`config.mk`:
```
export PLATFORM = sky130hd
export DESIGN_NAME = smm_ram
export DESIGN_NICKNAME = d
export VERILOG_FILES = /design/src/hw/rtl/small_matrix_mul_add_sub_defines.svh /design/src/hw/rtl/smm_ram.sv
export SDC_FILE = /design/constraint.sdc
export NUM_CORES = 2
export LEC_CHECK = 0
export BUFFER_PORTS_ARGS = -buffer_cell sky130_fd_sc_hd__buf_4
export CAP_MARGIN = 20
export CORE_UTILIZATION = 51
export DETAILED_ROUTE_END_ITERATION = 10
export PLACE_DENSITY = 0.65
export SYNTH_ARGS = -nofsm -noshare
export SYNTH_HDL_FRONTEND = slang
export SYNTH_SLANG_ARGS = --single-unit
```
`constraint.sdc`:
```
create_clock -name clock -period 7.68 [get_ports clock]
set_input_delay 1.152 -clock clock [delete_from_list [all_inputs] [get_ports clock]]
set_output_delay 1.152 -clock clock [all_outputs]
set_load 0.01 [all_outputs]
```
`src/hw/rtl/small_matrix_mul_add_sub_defines.svh`:
```
// Assertion macros used by the top-level RTL
`ifndef SMALL_MATRIX_MUL_ADD_SUB_DEFINES_SVH
`define SMALL_MATRIX_MUL_ADD_SUB_DEFINES_SVH
`ifndef SYNTHESIS
`define SMM_ASSERT(label, clk, rst, prop) \
   label: assert property (@(posedge clk) disable iff (rst) prop) else $error("assert failed");
`define SMM_ASSERT_NR(label, clk, prop) \
   label: assert property (@(posedge clk) prop) else $error("assert failed");
`else
`define SMM_ASSERT(label, clk, rst, prop)
`define SMM_ASSERT_NR(label, clk, prop)
`endif
`endif

```
`src/hw/rtl/smm_ram.sv`:
```
`timescale 1ns / 1ps
`default_nettype none
module smm_ram #(
   parameter int Width = 32,
   parameter int Depth = 64
) (
   input  wire logic                     clock,
   input  wire logic                     wr_en,
   input  wire logic [$clog2(Depth)-1:0] wr_addr,
   input  wire logic [Width-1:0]         wr_data,
   input  wire logic [$clog2(Depth)-1:0] rd_addr,
   output logic      [Width-1:0]         rd_data
);
   logic [Width-1:0] mem_ff [Depth];
   always_ff @(posedge clock) begin
      if (wr_en) mem_ff[wr_addr] <= wr_data;
      rd_data <= mem_ff[rd_addr];
   end
endmodule
`default_nettype wire

```
==> Yosys cells after proc, flatten, opt, wreduce, memory -nomap -nowiden <==
Memory sizes are Yosys's and may differ from the RTL's. A register that Yosys moved wholly into a read port is not among the register bits.
Cells that the tools add are included.
{ "classes": {"n_addsub": 0, "mul": 0, "div_mod_pow": 0, "order_cmp": 0, "eq_ne": 0, "shifts": 0, "n_mux": 2, "bitwise": 0, "n_reduce_logical": 0} }
{ "ops": {"columns": ["cell", "n"], "rows": [
  ["$mux 1", 2]
]} }
{ "word_totals": {"regBits": 0, "latch_bits": 0, "mem_bits_rw": 2048, "mem_bits_ro": 0, "out_inout_bits": 32, "elab_cells": 3, "n_memories": 1} }
{ "memory_table": {"columns": ["name", "words", "width", "read_ports", "rd_ports_with_merged_regs", "wr", "line", "rtl"], "rows": [
  ["mem_ff", 64, 32, 1, 1, 1, "smm_ram.sv:14", "logic [Width-1:0] mem_ff [Depth];"]
]} }

==> Depth between registers and ports, before layout <==
{ "depth": {"word_depth": 2, "depth_mapped": 10} }

==> Worst setup path after synthesis <==
Ideal clock, no wire load.
{ "synth_path": {"path_type": "input to register", "from": "in wr_addr[3]", "to": "mem mem_ff[48][0] (enable)", "setup_ns": 0.461, "arrival_time_ns": 3.851, "required_time_ns": 7.219, "slack_ns": 3.368, "cell_stages": 4, "path_cell_list": "clkbuf_1 nor2b_1 nand4b_1 nor3_1"} }
{ "synth_rtl": {"columns": ["item", "line", "rtl"], "rows": [
  ["start, declared", "smm_ram.sv:9", "input wire logic [$clog2(Depth)-1:0] wr_addr,"],
  ["end, declared", "smm_ram.sv:14", null]
]} }
No word-level cell before the write port.

==> run_results.csv <==
group,metric,value,unit
outcome,status,"completed",
detailed_routing,via_per_inst,6.46,
detailed_routing,drt_iter0_markers,4742,
detailed_routing,drt-pass1-iter-count,6,
global_routing,use_met2,41.1,%
logic_synthesis,synth-seq-area-share,79.1,%
power_and_ir_drop,p_per_area,267,mW/mm^2
final_layout,final.fill_count,10693,
clock_network,cts_buffers,200,
clock_network,cts.clk_slew.worst_paths,0.06,ns
clock_network,postCtsHoldBufs,0,
setup_path,cp_max_fo,67,
global_routing,gr-total-overflow,0,
floorplanning,coreArea,0.152,sq mm
timing,fin_worst_skew,0.0388,ns
final_layout,area_growth,13.1,%
power_and_ir_drop,combPwrFrac,4.8,%
logic_synthesis,syn_area_per_cell,23.6,sq um
final_layout,final_net_count,3571,
setup_path,start_kind,"input pin",
timing,final.setup.tns,0,ns
logic_synthesis,synth_top_cell_area_share,78.3,%
global_routing,antenna_found_initial,16,
logic_synthesis,synth_top_cells_by_area,"edfxtp_1, mux4_2, mux2i_1",
logic_synthesis,synth_edf_count,2048,
setup_path,path_cells,"buf_8 > buf_4 > buf_12 > mux4_2 > mux4_2 > o22ai_1 > nor2_1",
logic_synthesis,synth_area_leader_cell,"edfxtp_1",
clock_network,clk_latency,0.83,ns
floorplanning,die_width,394,microns
clock_network,cts_root_buf,"clkbuf_16",
power_and_ir_drop,p_leak,27.6,nW
floorplanning,std_cell_rows,143,
timing,layout_min_cycle_time,4.29,ns
global_routing,grt_busiest_layer,"met2",
detailed_routing,routed_wl,201,mm
logic_synthesis,syn_area,0.0785,sq mm
global_routing,grtUsageMet3,7.84,%
power_and_ir_drop,max-vdd-ir-drop,253,uV
detailed_routing,ant_nets,0,
final_layout,multi_input_area,0.0160,sq mm
floorplanning,die_h,394,microns
place,io_buffers,77,
place,place_congestion,0.812,
timing,post-route-period-util,55.9,%
logic_synthesis,ys_ff_latch,2080,
clock_network,clock-sinks,2080,
detailed_routing,wl_per_cell,35.1,microns
final_layout,drive_above_1_share,29.3,%
global_routing,first_global_vias,37591,
setup_path,cp.required,8.27,ns
place,dp_hpwl,107,mm
detailed_routing,drc,0,
setup_path,criticalPathCategory,"in2reg",
setup_path,cp.arrival,4.89,ns
logic_synthesis,synth_commonest_cells,"edfxtp_1, mux4_2, nor2_1",
detailed_routing,num_vias,37041,
setup_path,critPathMaxStageDelay,0.88,ns
clock_network,clock_path_buffers,3,
clock_network,htreeDepth,4,
timing,fmax,233,MHz
logic_synthesis,ys_types,34,
floorplanning,dieArea,0.156,sq mm
clock_network,cts_tree,"yes",
hold_path,hold_path_class,"reg2reg",
power_and_ir_drop,p_sw_share,20.6,%
logic_synthesis,syn_nets,3370,
clock_network,cts-resized-gates,0,
floorplanning,start_util,51.5,%
logic_synthesis,ys_warn_count,0,
power_and_ir_drop,p_sw,4.88,mW
power_and_ir_drop,pwr-share-seq,53.3,%
setup_path,cpMaxStageDelayCell,"o22ai_1",
timing,worstMarginPinSlew,1.20,ns
timing,rsz0062_at_grt,"false",
final_layout,register_area,0.0621,sq mm
logic_synthesis,synth_ff_type,"edfxtp_1",
logic_synthesis,synth_cells,3324,
flow_run,maxCapViolCount,0,
timing,finalMaxSlewViolations,0,
power_and_ir_drop,clkPwrFrac,41.9,%
timing,max_slew_margin,20.0,%
clock_network,cts_setup_buffers,0,
power_and_ir_drop,p_int,18.8,mW
logic_synthesis,synthMostInstantiatedCell,"edfxtp_1",
logic_synthesis,synthArstFlopShare,0,%
global_routing,track_usage,26.2,%
setup_path,cpMostUsedCell,"mux4_2",
timing,hold_viol_final,0,
place,placed_area,0.0821,sq mm
global_routing,met1_usage,35.7,%
floorplanning,io_pins,78,
global_routing,grt_pass1_wl,283,mm
timing,setup_viol,0,
setup_path,end_kind,"flop",
final_layout,fin_area,0.0888,sq mm
global_routing,grt_max_degree,81,
==> area by class of cell <==
class / count / area share [%]
multi-input combinational: 1062 / 18.0
antenna: 5 / 0.0141
timing repair buffer: 181 / 1.68
clock buffer: 284 / 6.35
clock inverter: 92 / 1.15
sequential: 2080 / 70.0
tap: 2030 / 2.86
==> metal layers <==
metal	up-vias	part of all wire [%]
met5	-	0.028
met4	10	2.8
met2	2090	48
met3	308	12
met1	19948	38
li1	14685	-
==> power by group through the flow <==
stage	Clock [mW]	Sequential, mW	Combinational, mW
finish	9.92	12.6	1.14
global route	10.5	12.6	1.21
CTS	10.0	12.6	1.15
detailed placement	0	12.9	1.14
global placement	0	12.9	1.11
floorplan	0	12.8	0.611
==> kinds of logic (layout without fill, tap and decap cells) <==
kind of cell           Yosys count  in the layout  share of synthesized area (%)
AO/OA/AOI/OAI                  202            202                           1.67
buffers and inverters          182            557                           1.13
flip-flops                    2080           2080                           79.1
multiplexers                   637            637                           16.8
other                            0              5                              0
AND/OR/NAND/NOR                223            223                           1.27
==> stage by stage <==
step | setup slack, ns | cells | power (mW) | hold WS [ns] | util, %
2_1_floorplan | 3.37 | 3324 | 13.5 | 0.663 | -
3_3_place_gp | 2.66 | 5349 | 14.0 | 0.771 | 53.9
3_5_place_dp | 2.65 | 5351 | 14.0 | 0.807 | 53.9
4_1_cts | 3.45 | 5727 | 23.8 | 0.804 | 58.2
5_1_grt | 3.25 | 5730 | 24.3 | 0.837 | 58.3
6_report | 3.39 | 5734 | 23.7 | 0.805 | 58.3
==> layout by cell type, fill, tap and decap left out, drive strengths merged <==
| master | netlist | layout |
|---|---|---|
| nand3b | 5 | 5 |
| nand4b | 1 | 1 |
| and2 | 2 | 2 |
| bufinv | 0 | 21 |
| o22ai | 84 | 84 |
| and3 | 4 | 4 |
| buf | 108 | 181 |
| nand2b | 8 | 8 |
| inv | 0 | 4 |
| or2 | 3 | 3 |
| nand2 | 26 | 26 |
| nand3 | 5 | 5 |
| edfxtp | 2048 | 2048 |
| o32ai | 4 | 4 |
| a21oi | 62 | 62 |
| a41o | 4 | 4 |
| nand4 | 2 | 2 |
| mux4 | 544 | 544 |
| or3b | 5 | 5 |
| nor2 | 137 | 137 |
| clkinv | 0 | 64 |
| mux2i | 93 | 93 |
| a22oi | 12 | 12 |
| a311oi | 8 | 8 |
| o221ai | 27 | 27 |
| clkbuf | 74 | 284 |
| nor3 | 7 | 7 |
| diode | 0 | 5 |
| nor2b | 15 | 15 |
| clkinvlp | 0 | 3 |
| a31oi | 1 | 1 |
| dfxtp | 32 | 32 |
| or3 | 3 | 3 |
==> final timing paths <==
| path | startpoint | endpoint | slack, ns | depth (start not counted) |
|---|---|---|---|---|
| setup reg to reg | mem_ff[46][12] | rd_data[12] | 4.87 | 4 |
| setup / recovery | rd_addr[0] | rd_data[12] | 3.39 | 7 |
| hold reg to reg | mem_ff[28][17] | rd_data[17] | 0.81 | 4 |
| hold / removal | mem_ff[28][17] | rd_data[17] | 0.81 | 4 |
==> worst max-delay path, delay by kind of cell <==
family / cells / cell delay [ns]
buffers and inverters: 3 / 1.33
multiplexers: 2 / 1.06
AO/OA/AOI/OAI: 1 / 0.88
AND/OR/NAND/NOR: 1 / 0.35
==> registers in the layout (all words and copies together) (netlist names) <==
register and cells:
mem_ff 2048, rd_data 32
No activity file was read; power rests on OpenSTA's default activity.
