===== src/hw/rtl/small_matrix_mul_add_sub_defines.svh =====
// Assertion macros used by the top-level RTL
`ifndef SMALL_MATRIX_MUL_ADD_SUB_DEFINES_SVH
`define SMALL_MATRIX_MUL_ADD_SUB_DEFINES_SVH
`ifndef SYNTHESIS
`define SMM_ASSERT(label, clk, rst, prop) \
   label: assert property (@(posedge clk) disable iff (rst) prop) else $error("assert failed");
`define SMM_ASSERT_NR(label, clk, prop) \
   label: assert property (@(posedge clk) prop) else $error("assert failed");
`else
`define SMM_ASSERT(label, clk, rst, prop)
`define SMM_ASSERT_NR(label, clk, prop)
`endif
`endif


===== src/hw/rtl/smm_pkg.sv =====
`timescale 1ns / 1ps
`default_nettype none
package smm_pkg;
   localparam int MaxDim   = 8;
   localparam int Depth    = MaxDim * MaxDim;
   localparam int AddrW    = $clog2(Depth);
   localparam int DimW     = 4;
   localparam int IdxW     = $clog2(MaxDim);
   localparam logic [1:0] MODE_ADD = 2'd0;
   localparam logic [1:0] MODE_SUB = 2'd1;
   localparam logic [1:0] MODE_MUL = 2'd2;
   localparam logic [2:0] REG_MODE   = 3'd0;
   localparam logic [2:0] REG_ROWS_A = 3'd1;
   localparam logic [2:0] REG_COLS_A = 3'd2;
   localparam logic [2:0] REG_ROWS_B = 3'd3;
   localparam logic [2:0] REG_COLS_B = 3'd4;

   // control word handed along the MAC chain
   typedef struct packed {
      logic            valid;
      logic            first;  // clear accumulator
      logic            emit;   // term completes the sum
      logic [1:0]      op;
      logic [IdxW-1:0] row;
      logic [IdxW-1:0] col;
      logic            last;
   } ctl_type;
endpackage
`default_nettype wire


===== src/hw/rtl/smm_cell.sv =====
`timescale 1ns / 1ps
`default_nettype none
// One stage of the arithmetic chain. Stage kind is set by a port tied at the top.
module smm_cell import smm_pkg::*; (
   input  wire logic        clock,
   input  wire logic        reset,
   input  wire logic [1:0]  kind,    // 0 multiply, 1 accumulate
   input  var  ctl_type     ctl_in,
   input  wire logic [31:0] a_in,
   input  wire logic [31:0] b_in,
   output ctl_type          ctl_out,
   output logic [31:0]      a_out,
   output logic [31:0]      b_out
);
   ctl_type     ctl_ff;
   logic [31:0] a_ff, b_ff, a_in_d, b_in_d;
   logic [63:0] prod;
   always_comb begin
      prod = 64'(a_in) * 64'(b_in);
      a_in_d = a_in;
      b_in_d = b_in;
      unique case (kind)
         2'd0: begin
            // multiply stage: a carries the result term (sum, difference or product), b passes b_in on
            unique case (ctl_in.op)
               MODE_ADD: a_in_d = a_in + b_in;
               MODE_SUB: a_in_d = a_in - b_in;
               default:  a_in_d = prod[31:0];
            endcase
         end
         default: begin
            // accumulate: b_ff holds running sum
            a_in_d = ctl_in.first ? a_in : a_in + b_ff;
            b_in_d = a_in_d;
         end
      endcase
   end
   always_ff @(posedge clock) begin
      if (reset) ctl_ff <= '0;
      else ctl_ff <= ctl_in;
      a_ff <= a_in_d;
      if (ctl_in.valid) b_ff <= b_in_d;
   end
   assign ctl_out = ctl_ff;
   assign a_out   = a_ff;
   assign b_out   = b_ff;
endmodule
`default_nettype wire


===== config.mk =====
export PLATFORM = sky130hd
export DESIGN_NAME = smm_cell
export DESIGN_NICKNAME = d
export VERILOG_FILES = /design/src/hw/rtl/small_matrix_mul_add_sub_defines.svh /design/src/hw/rtl/smm_pkg.sv /design/src/hw/rtl/smm_cell.sv
export SDC_FILE = /design/constraint.sdc
export NUM_CORES = 2
export LEC_CHECK = 0
export BUFFER_PORTS_ARGS = -buffer_cell sky130_fd_sc_hd__buf_2
export CAP_MARGIN = 20
export CELL_PAD_IN_SITES_DETAIL_PLACEMENT = 0
export CELL_PAD_IN_SITES_GLOBAL_PLACEMENT = 2
export CORE_MARGIN = 1.5
export CORE_UTILIZATION = 40
export DETAILED_ROUTE_END_ITERATION = 8
export PLACE_DENSITY = 0.95
export SETUP_SLACK_MARGIN = 0.15
export SLEW_MARGIN = 20
export SYNTH_ARGS = -nofsm -noshare
export SYNTH_HDL_FRONTEND = slang
export SYNTH_SLANG_ARGS = --single-unit

===== constraint.sdc =====
create_clock -name clock -period 11.3 [get_ports clock]
set_input_delay 2.26 -clock clock [delete_from_list [all_inputs] [get_ports clock]]
set_output_delay 2.26 -clock clock [all_outputs]
set_load 0.005 [all_outputs]

; ---- Yosys cells after proc, flatten, opt, wreduce, memory -nomap -nowiden
; Cells that the tools add are included.
[totals]
ff_bits = 76
latchBits = 0
mem_bits_rw = 0
romBits = 0
in_bits = 80
out_inout_bits = 76
elab_cells = 20
n_memories = 0
[op_classes]
addsub = 3
multipliers = 1
div = 0
order_cmp = 0
eq_ne = 1
shifts = 0
n_mux = 4
n_bitwise = 0
reduce_logical = 2
[op_table]
columns = operator, count
row1 = 32-bit two-way mux, 3
row2 = 32-bit adder, 2
row3 = 32-bit one-hot mux with 2 select lines, 1
row4 = 32-bit by 32-bit multiplier with 32-bit output, 1
row5 = 32-bit subtractor, 1
row6 = 2-bit logical NOT, 2
row7 = 2-bit by 1-bit == test with 1-bit output (second input constant), 1

; ---- Depth between registers and ports, before layout
[depth]
ltp_word = 3
ltp_mapped = 28
mapped_depth_nobuf = 25

; ---- Least setup slack after synthesis
; Ideal clock, no wire load.
[synth_timing]
path_type = input port to flip-flop
startpoint = input b_in[6]
endpoint = register a_ff[30] (netlist: a_out[30])
setup_ns = 0.128
t_arrival_ns = 8.787
required_time_ns = 11.172
path_slack_ns = 2.385
stages = 24
n_path_buf = 3
cell_sequence = clkbuf_1 > clkbuf_1 > and2_1 > fa_1 > fa_1 > fa_1 > inv_1 > fa_1 > inv_1 > fa_1 > fa_1 > fa_1 > fa_1 > ha_1 > clkbuf_1 > nand3_1 > nor3_1 > nand2_1 > o221a_2 > a21oi_1 > a31oi_1 > xnor2_1 > a211oi_1 > a21oi_1
[synth_between]
elab_chain_cells = 3
elab_cells_between_ends = 5
cone_classes = add/sub: 2 / mul: 1 / mux: 2
[synth_lines]
columns = item, line_no
row1 = "start, declared", smm_cell.sv:10  ; input wire logic [31:0] b_in,
row2 = 32-bit by 32-bit multiplier with 32-bit output (tied with other cells), smm_cell.sv:19  ; prod = 64'(a_in) * 64'(b_in);
row3 = 32-bit one-hot mux with 2 select lines (*), smm_cell.sv:25  ; unique case (ctl_in.op)
row4 = 32-bit two-way mux (*), smm_cell.sv:22  ; unique case (kind)
row5 = net a_in_d[30], smm_cell.sv:16  ; logic [31:0] a_ff, b_ff, a_in_d, b_in_d;
row6 = "end signal, assigned", smm_cell.sv:41  ; a_ff <= a_in_d;
row7 = "end, declared", smm_cell.sv:16
; Mark *: on every way through the listed nets, which the timed path passes. The rest lies on a longest branch.
; A chain may end at the register's enable or synchronous reset.

; ---- Worst setup path after layout
[layout_timing]
startpoint = input b_in[7]
endpoint = register a_ff[30] (netlist: a_out[30])
; The elaborated chain is that of the path after synthesis.

==> results.txt <==
----------------------------------------------------
[Outcome]
  Outcome ... finished clean

[Cells and area]
  Commonest cells after routing, fill and taps aside ... sky130_fd_sc_hd__fa_1, sky130_fd_sc_hd__inv_1, sky130_fd_sc_hd__and2_1, sky130_fd_sc_hd__nand2_1, sky130_fd_sc_hd__ha_1
  Area overhead of the layout relative to synthesis ... 7.044%
  Net count, final ... 3328
  Diodes inserted ... 0
  Most common cell after layout, fill and taps aside ... sky130_fd_sc_hd__fa_1
  Share of cells above drive strength 1 ... 8.095%

[Routing]
  Final wirelength ... 72940 um
  Routed length per placed instance ... 21.38 um
  Number of vias in the routed layout ... 18628
  Number of nets still failing antenna checks after routing ... 0
  Remaining DRCs ... 0
  Starting DRC count in detailed routing ... 1236
  Detailed Routing Iterations Pass 1 ... 5
  Detailed-route vias per instance ... 5.460

[GRT]
  Antenna violations before repair ... 1
  Number of global-route vias before repair ... 20132
  Met1 Use GR ... 35.71%
  Wire length of the first global-routing pass ... 116100 um
  Overall global routing resource usage ... 25.58%
  Pin count of the biggest net entering global routing ... 72
  Met3 Track Usage GR ... 2.686%
  Total congestion overflow ... 0
  Met2 track demand over resource in global routing ... 41.68%
  Most Used Layer, Global Route ... met2

[Timing]
  Total Neg Setup Slack ... 0 ns
  Final clock skew ... 0.01613 ns
  Final Hold Viols ... 0
  Worst slew margin relative to its limit ... 37.45%
  Final setup fails ... 0
  Period minus WS final ... 9.877 ns
  Slew at the pin with the worst max-slew slack ... 0.9382 ns
  Unrepaired setup endpoints after global routing ... no
  Max-slew violation total from the final report ... 0
  Peak Freq ... 101.2 MHz
  Part of the cycle the worst path needs ... 87.41%

[Place]
  HPWL after detailed placement ... 56870 um
  Number of buffers inserted by port buffering ... 155
  Global placement routability congestion ... 0.9295

[Synthesis]
  Net Count, Synth ... 3287
  Warnings from Yosys ... 0
  Flip-flop and latch count after synthesis ... 76
  Number of enable-type register cells in the synthesized netlist ... 32
  Proportion of synthesized flip-flops having asynchronous set or reset ... 0%
  Library cell occupying the most area in the post-synthesis netlist ... sky130_fd_sc_hd__fa_1
  Number of different library cells in the post-synthesis netlist ... 78
  Share of synthesized area occupied by flip-flops and latches ... 8.081%
  Avg Synthesized Cell Area ... 8.732 um^2
  Share of the synthesized area in the top cell type ... 36.01%
  Biggest area contributors in the synthesized netlist ... sky130_fd_sc_hd__fa_1, sky130_fd_sc_hd__ha_1, sky130_fd_sc_hd__and2_1
  Area of the mapped netlist ... 22790 um^2
  Most instantiated flip-flop cell in the synthesis netlist ... sky130_fd_sc_hd__dfxtp_1
  Cell count after synthesis ... 2610

[Worst setup path]
  Crit Path Category ... primary input to flip-flop
  Crit Reg-Reg Startpoint ... b_out[17]
  FF-to-FF path depth ... 9
  Worst flop-to-flop path endpoint ... b_out[30]
  Register-to-register setup slack ... 7.61 ns
  WP data required ... 11.53 ns
  Worst Path Max Fanout ... 31
  CP startpoint kind ... primary input
  Endpoint type of the worst setup path ... flip-flop
  Arrival time of the worst setup path ... 10.11 ns

[CTS]
  CTS sink count ... 76
  Insertion delay of the later-clocked pin in the worst-skew pair ... 0.37 ns
  Setup Fix Bufs, Post-CTS ... 0
  Inserted Clock Buffers ... 9
  Resized Gates After CTS ... 0
  Reg clk slew, reported paths ... 0.06 ns
  Clock tree from TritonCTS ... yes
  Root cell of the clock tree ... sky130_fd_sc_hd__clkbuf_16
  Maximum level of the CTS H-tree ... 3
  Hold-fix buffer count after cts ... 0
  Maximum clock path buffer count ... 2

[Die]
  Starting density of the core ... 40.42%
  Total die area ... 58420 um^2
  Die outline width ... 241.7 um
  Chip Height ... 241.7 um
  Total I/O pin count ... 156
  Std cell rows ... 87
  Core Footprint ... 56390 um^2

[Hold path]
  Worst hold stages ... 4
  Terminating pin of the worst hold path ... a_out[0]
  Hold Path Origin ... b_out[0]
  Hold/Removal Path Class ... flip-flop to flip-flop

[Job]
  Maxcap violations ... 0

----------------------------------------------------
==> cells in the mapped netlist, types with 4 or more instances <==
| library cell | number |
|---|---|
| sky130_fd_sc_hd__or2_2 | 6 |
| sky130_fd_sc_hd__nor2_1 | 101 |
| sky130_fd_sc_hd__a21o_1 | 30 |
| sky130_fd_sc_hd__o211ai_1 | 19 |
| sky130_fd_sc_hd__dfxtp_1 | 44 |
| sky130_fd_sc_hd__mux2_2 | 5 |
| sky130_fd_sc_hd__nand3_1 | 18 |
| sky130_fd_sc_hd__and2_1 | 307 |
| sky130_fd_sc_hd__o21ai_1 | 6 |
| sky130_fd_sc_hd__o21ai_0 | 72 |
| sky130_fd_sc_hd__a21boi_0 | 15 |
| sky130_fd_sc_hd__clkbuf_1 | 138 |
| sky130_fd_sc_hd__a221oi_1 | 4 |
| sky130_fd_sc_hd__nand2b_1 | 17 |
| sky130_fd_sc_hd__fa_1 | 410 |
| sky130_fd_sc_hd__a21oi_1 | 94 |
| sky130_fd_sc_hd__nand4_1 | 8 |
| sky130_fd_sc_hd__nor3b_1 | 11 |
| sky130_fd_sc_hd__a21boi_1 | 4 |
| sky130_fd_sc_hd__mux2i_1 | 8 |
| sky130_fd_sc_hd__o31a_1 | 7 |
| sky130_fd_sc_hd__xor2_1 | 48 |
| sky130_fd_sc_hd__nor2b_1 | 26 |
| sky130_fd_sc_hd__a211oi_1 | 25 |
| sky130_fd_sc_hd__and3_1 | 6 |
| sky130_fd_sc_hd__edfxtp_1 | 32 |
| sky130_fd_sc_hd__o21a_1 | 37 |
| sky130_fd_sc_hd__or3_1 | 6 |
| sky130_fd_sc_hd__nand3b_1 | 7 |
| sky130_fd_sc_hd__ha_1 | 187 |
| sky130_fd_sc_hd__inv_1 | 403 |
| sky130_fd_sc_hd__o21bai_1 | 6 |
| sky130_fd_sc_hd__a31oi_1 | 12 |
| sky130_fd_sc_hd__o31ai_1 | 16 |
| sky130_fd_sc_hd__nand2_1 | 288 |
| sky130_fd_sc_hd__xnor2_1 | 95 |
| sky130_fd_sc_hd__nor4_1 | 4 |
| sky130_fd_sc_hd__nor3_1 | 25 |
==> final cells by class <==
type                            count  area, um^2
Fill cell                        5650       31990
Inverter                          403        1513
Timing Repair Buffer              173       910.9
Tap cell                          756       945.9
Clock inverter                      7       57.56
Clock buffer                        9       225.2
Multi-Input combinational cell   1988       18900
Sequential cell                    76        1842
==> metal layers <==
metal | vias to the layer above | part of all wire (%)
met1 | 9491 | 44
met2 | 714 | 46
li1 | 8320 | -
met3 | 103 | 7.3
met5 | - | 0
met4 | 0 | 3.1
==> through the flow <==
step	instances	util (%)	hold slack, ns	setup WS (ns)	instance area, um^2
final	3412	43.27	0.8073	1.423	24400
after global routing	3412	43.27	0.8948	1.132	24400
after CTS	3412	43.27	0.8208	1.483	24400
after detailed placement	3396	42.76	0.7995	1.174	24110
after global placement	3396	42.76	0.7614	1.119	24110
after floorplan	2610	-	0.7513	2.385	22790
==> state kept, by name (all words and copies together) (netlist names) <==
signal,cells
a_out,32
b_out,32
ctl_out,12
==> kinds of logic after synthesis <==
logic type / synth area share [%]
buffers and inverters: 9.015
xor gates and xnor gates: 5.495
DFF: 8.081
muxes: 0.5984
adders and majority gates: 46.28
and+or+nand+nor: 18.95
AOI/OAI and AO/OA: 11.58
==> critical path: stages <==
cell and delay, ns:
sky130_fd_sc_hd__buf_2 0.54, sky130_fd_sc_hd__and2_1 0.24, sky130_fd_sc_hd__fa_1 0.43, sky130_fd_sc_hd__fa_1 0.51
sky130_fd_sc_hd__fa_1 0.52, sky130_fd_sc_hd__inv_1 0.05, sky130_fd_sc_hd__fa_1 0.48, sky130_fd_sc_hd__inv_1 0.05
sky130_fd_sc_hd__fa_1 0.50, sky130_fd_sc_hd__inv_1 0.06, sky130_fd_sc_hd__fa_1 0.54, sky130_fd_sc_hd__inv_1 0.06
sky130_fd_sc_hd__fa_1 0.50, sky130_fd_sc_hd__fa_1 0.43, sky130_fd_sc_hd__ha_1 0.37, sky130_fd_sc_hd__nand3_1 0.19
sky130_fd_sc_hd__nor3_1 0.62, sky130_fd_sc_hd__nand4_1 0.30, sky130_fd_sc_hd__o221a_2 0.25, sky130_fd_sc_hd__a21oi_1 0.34
sky130_fd_sc_hd__a31oi_1 0.17, sky130_fd_sc_hd__xnor2_1 0.18, sky130_fd_sc_hd__a211oi_1 0.43, sky130_fd_sc_hd__a21oi_1 0.07
==> worst max path at each step <==
stage	slack, ns	cells past startpoint	to	startpoint
after detailed placement	1.17	24	a_out[30]	b_in[7]
after floorplan	2.39	24	a_out[30]	b_in[6]
after global routing	1.13	24	a_out[30]	a_in[12]
final	1.42	24	a_out[30]	b_in[7]
after global placement	1.12	24	a_out[30]	b_in[7]
after CTS	1.48	24	a_out[30]	b_in[7]
Power is left out: the tool's default activity adds up to more than one toggle a clock period on the data nets, which glitch-free logic cannot reach.
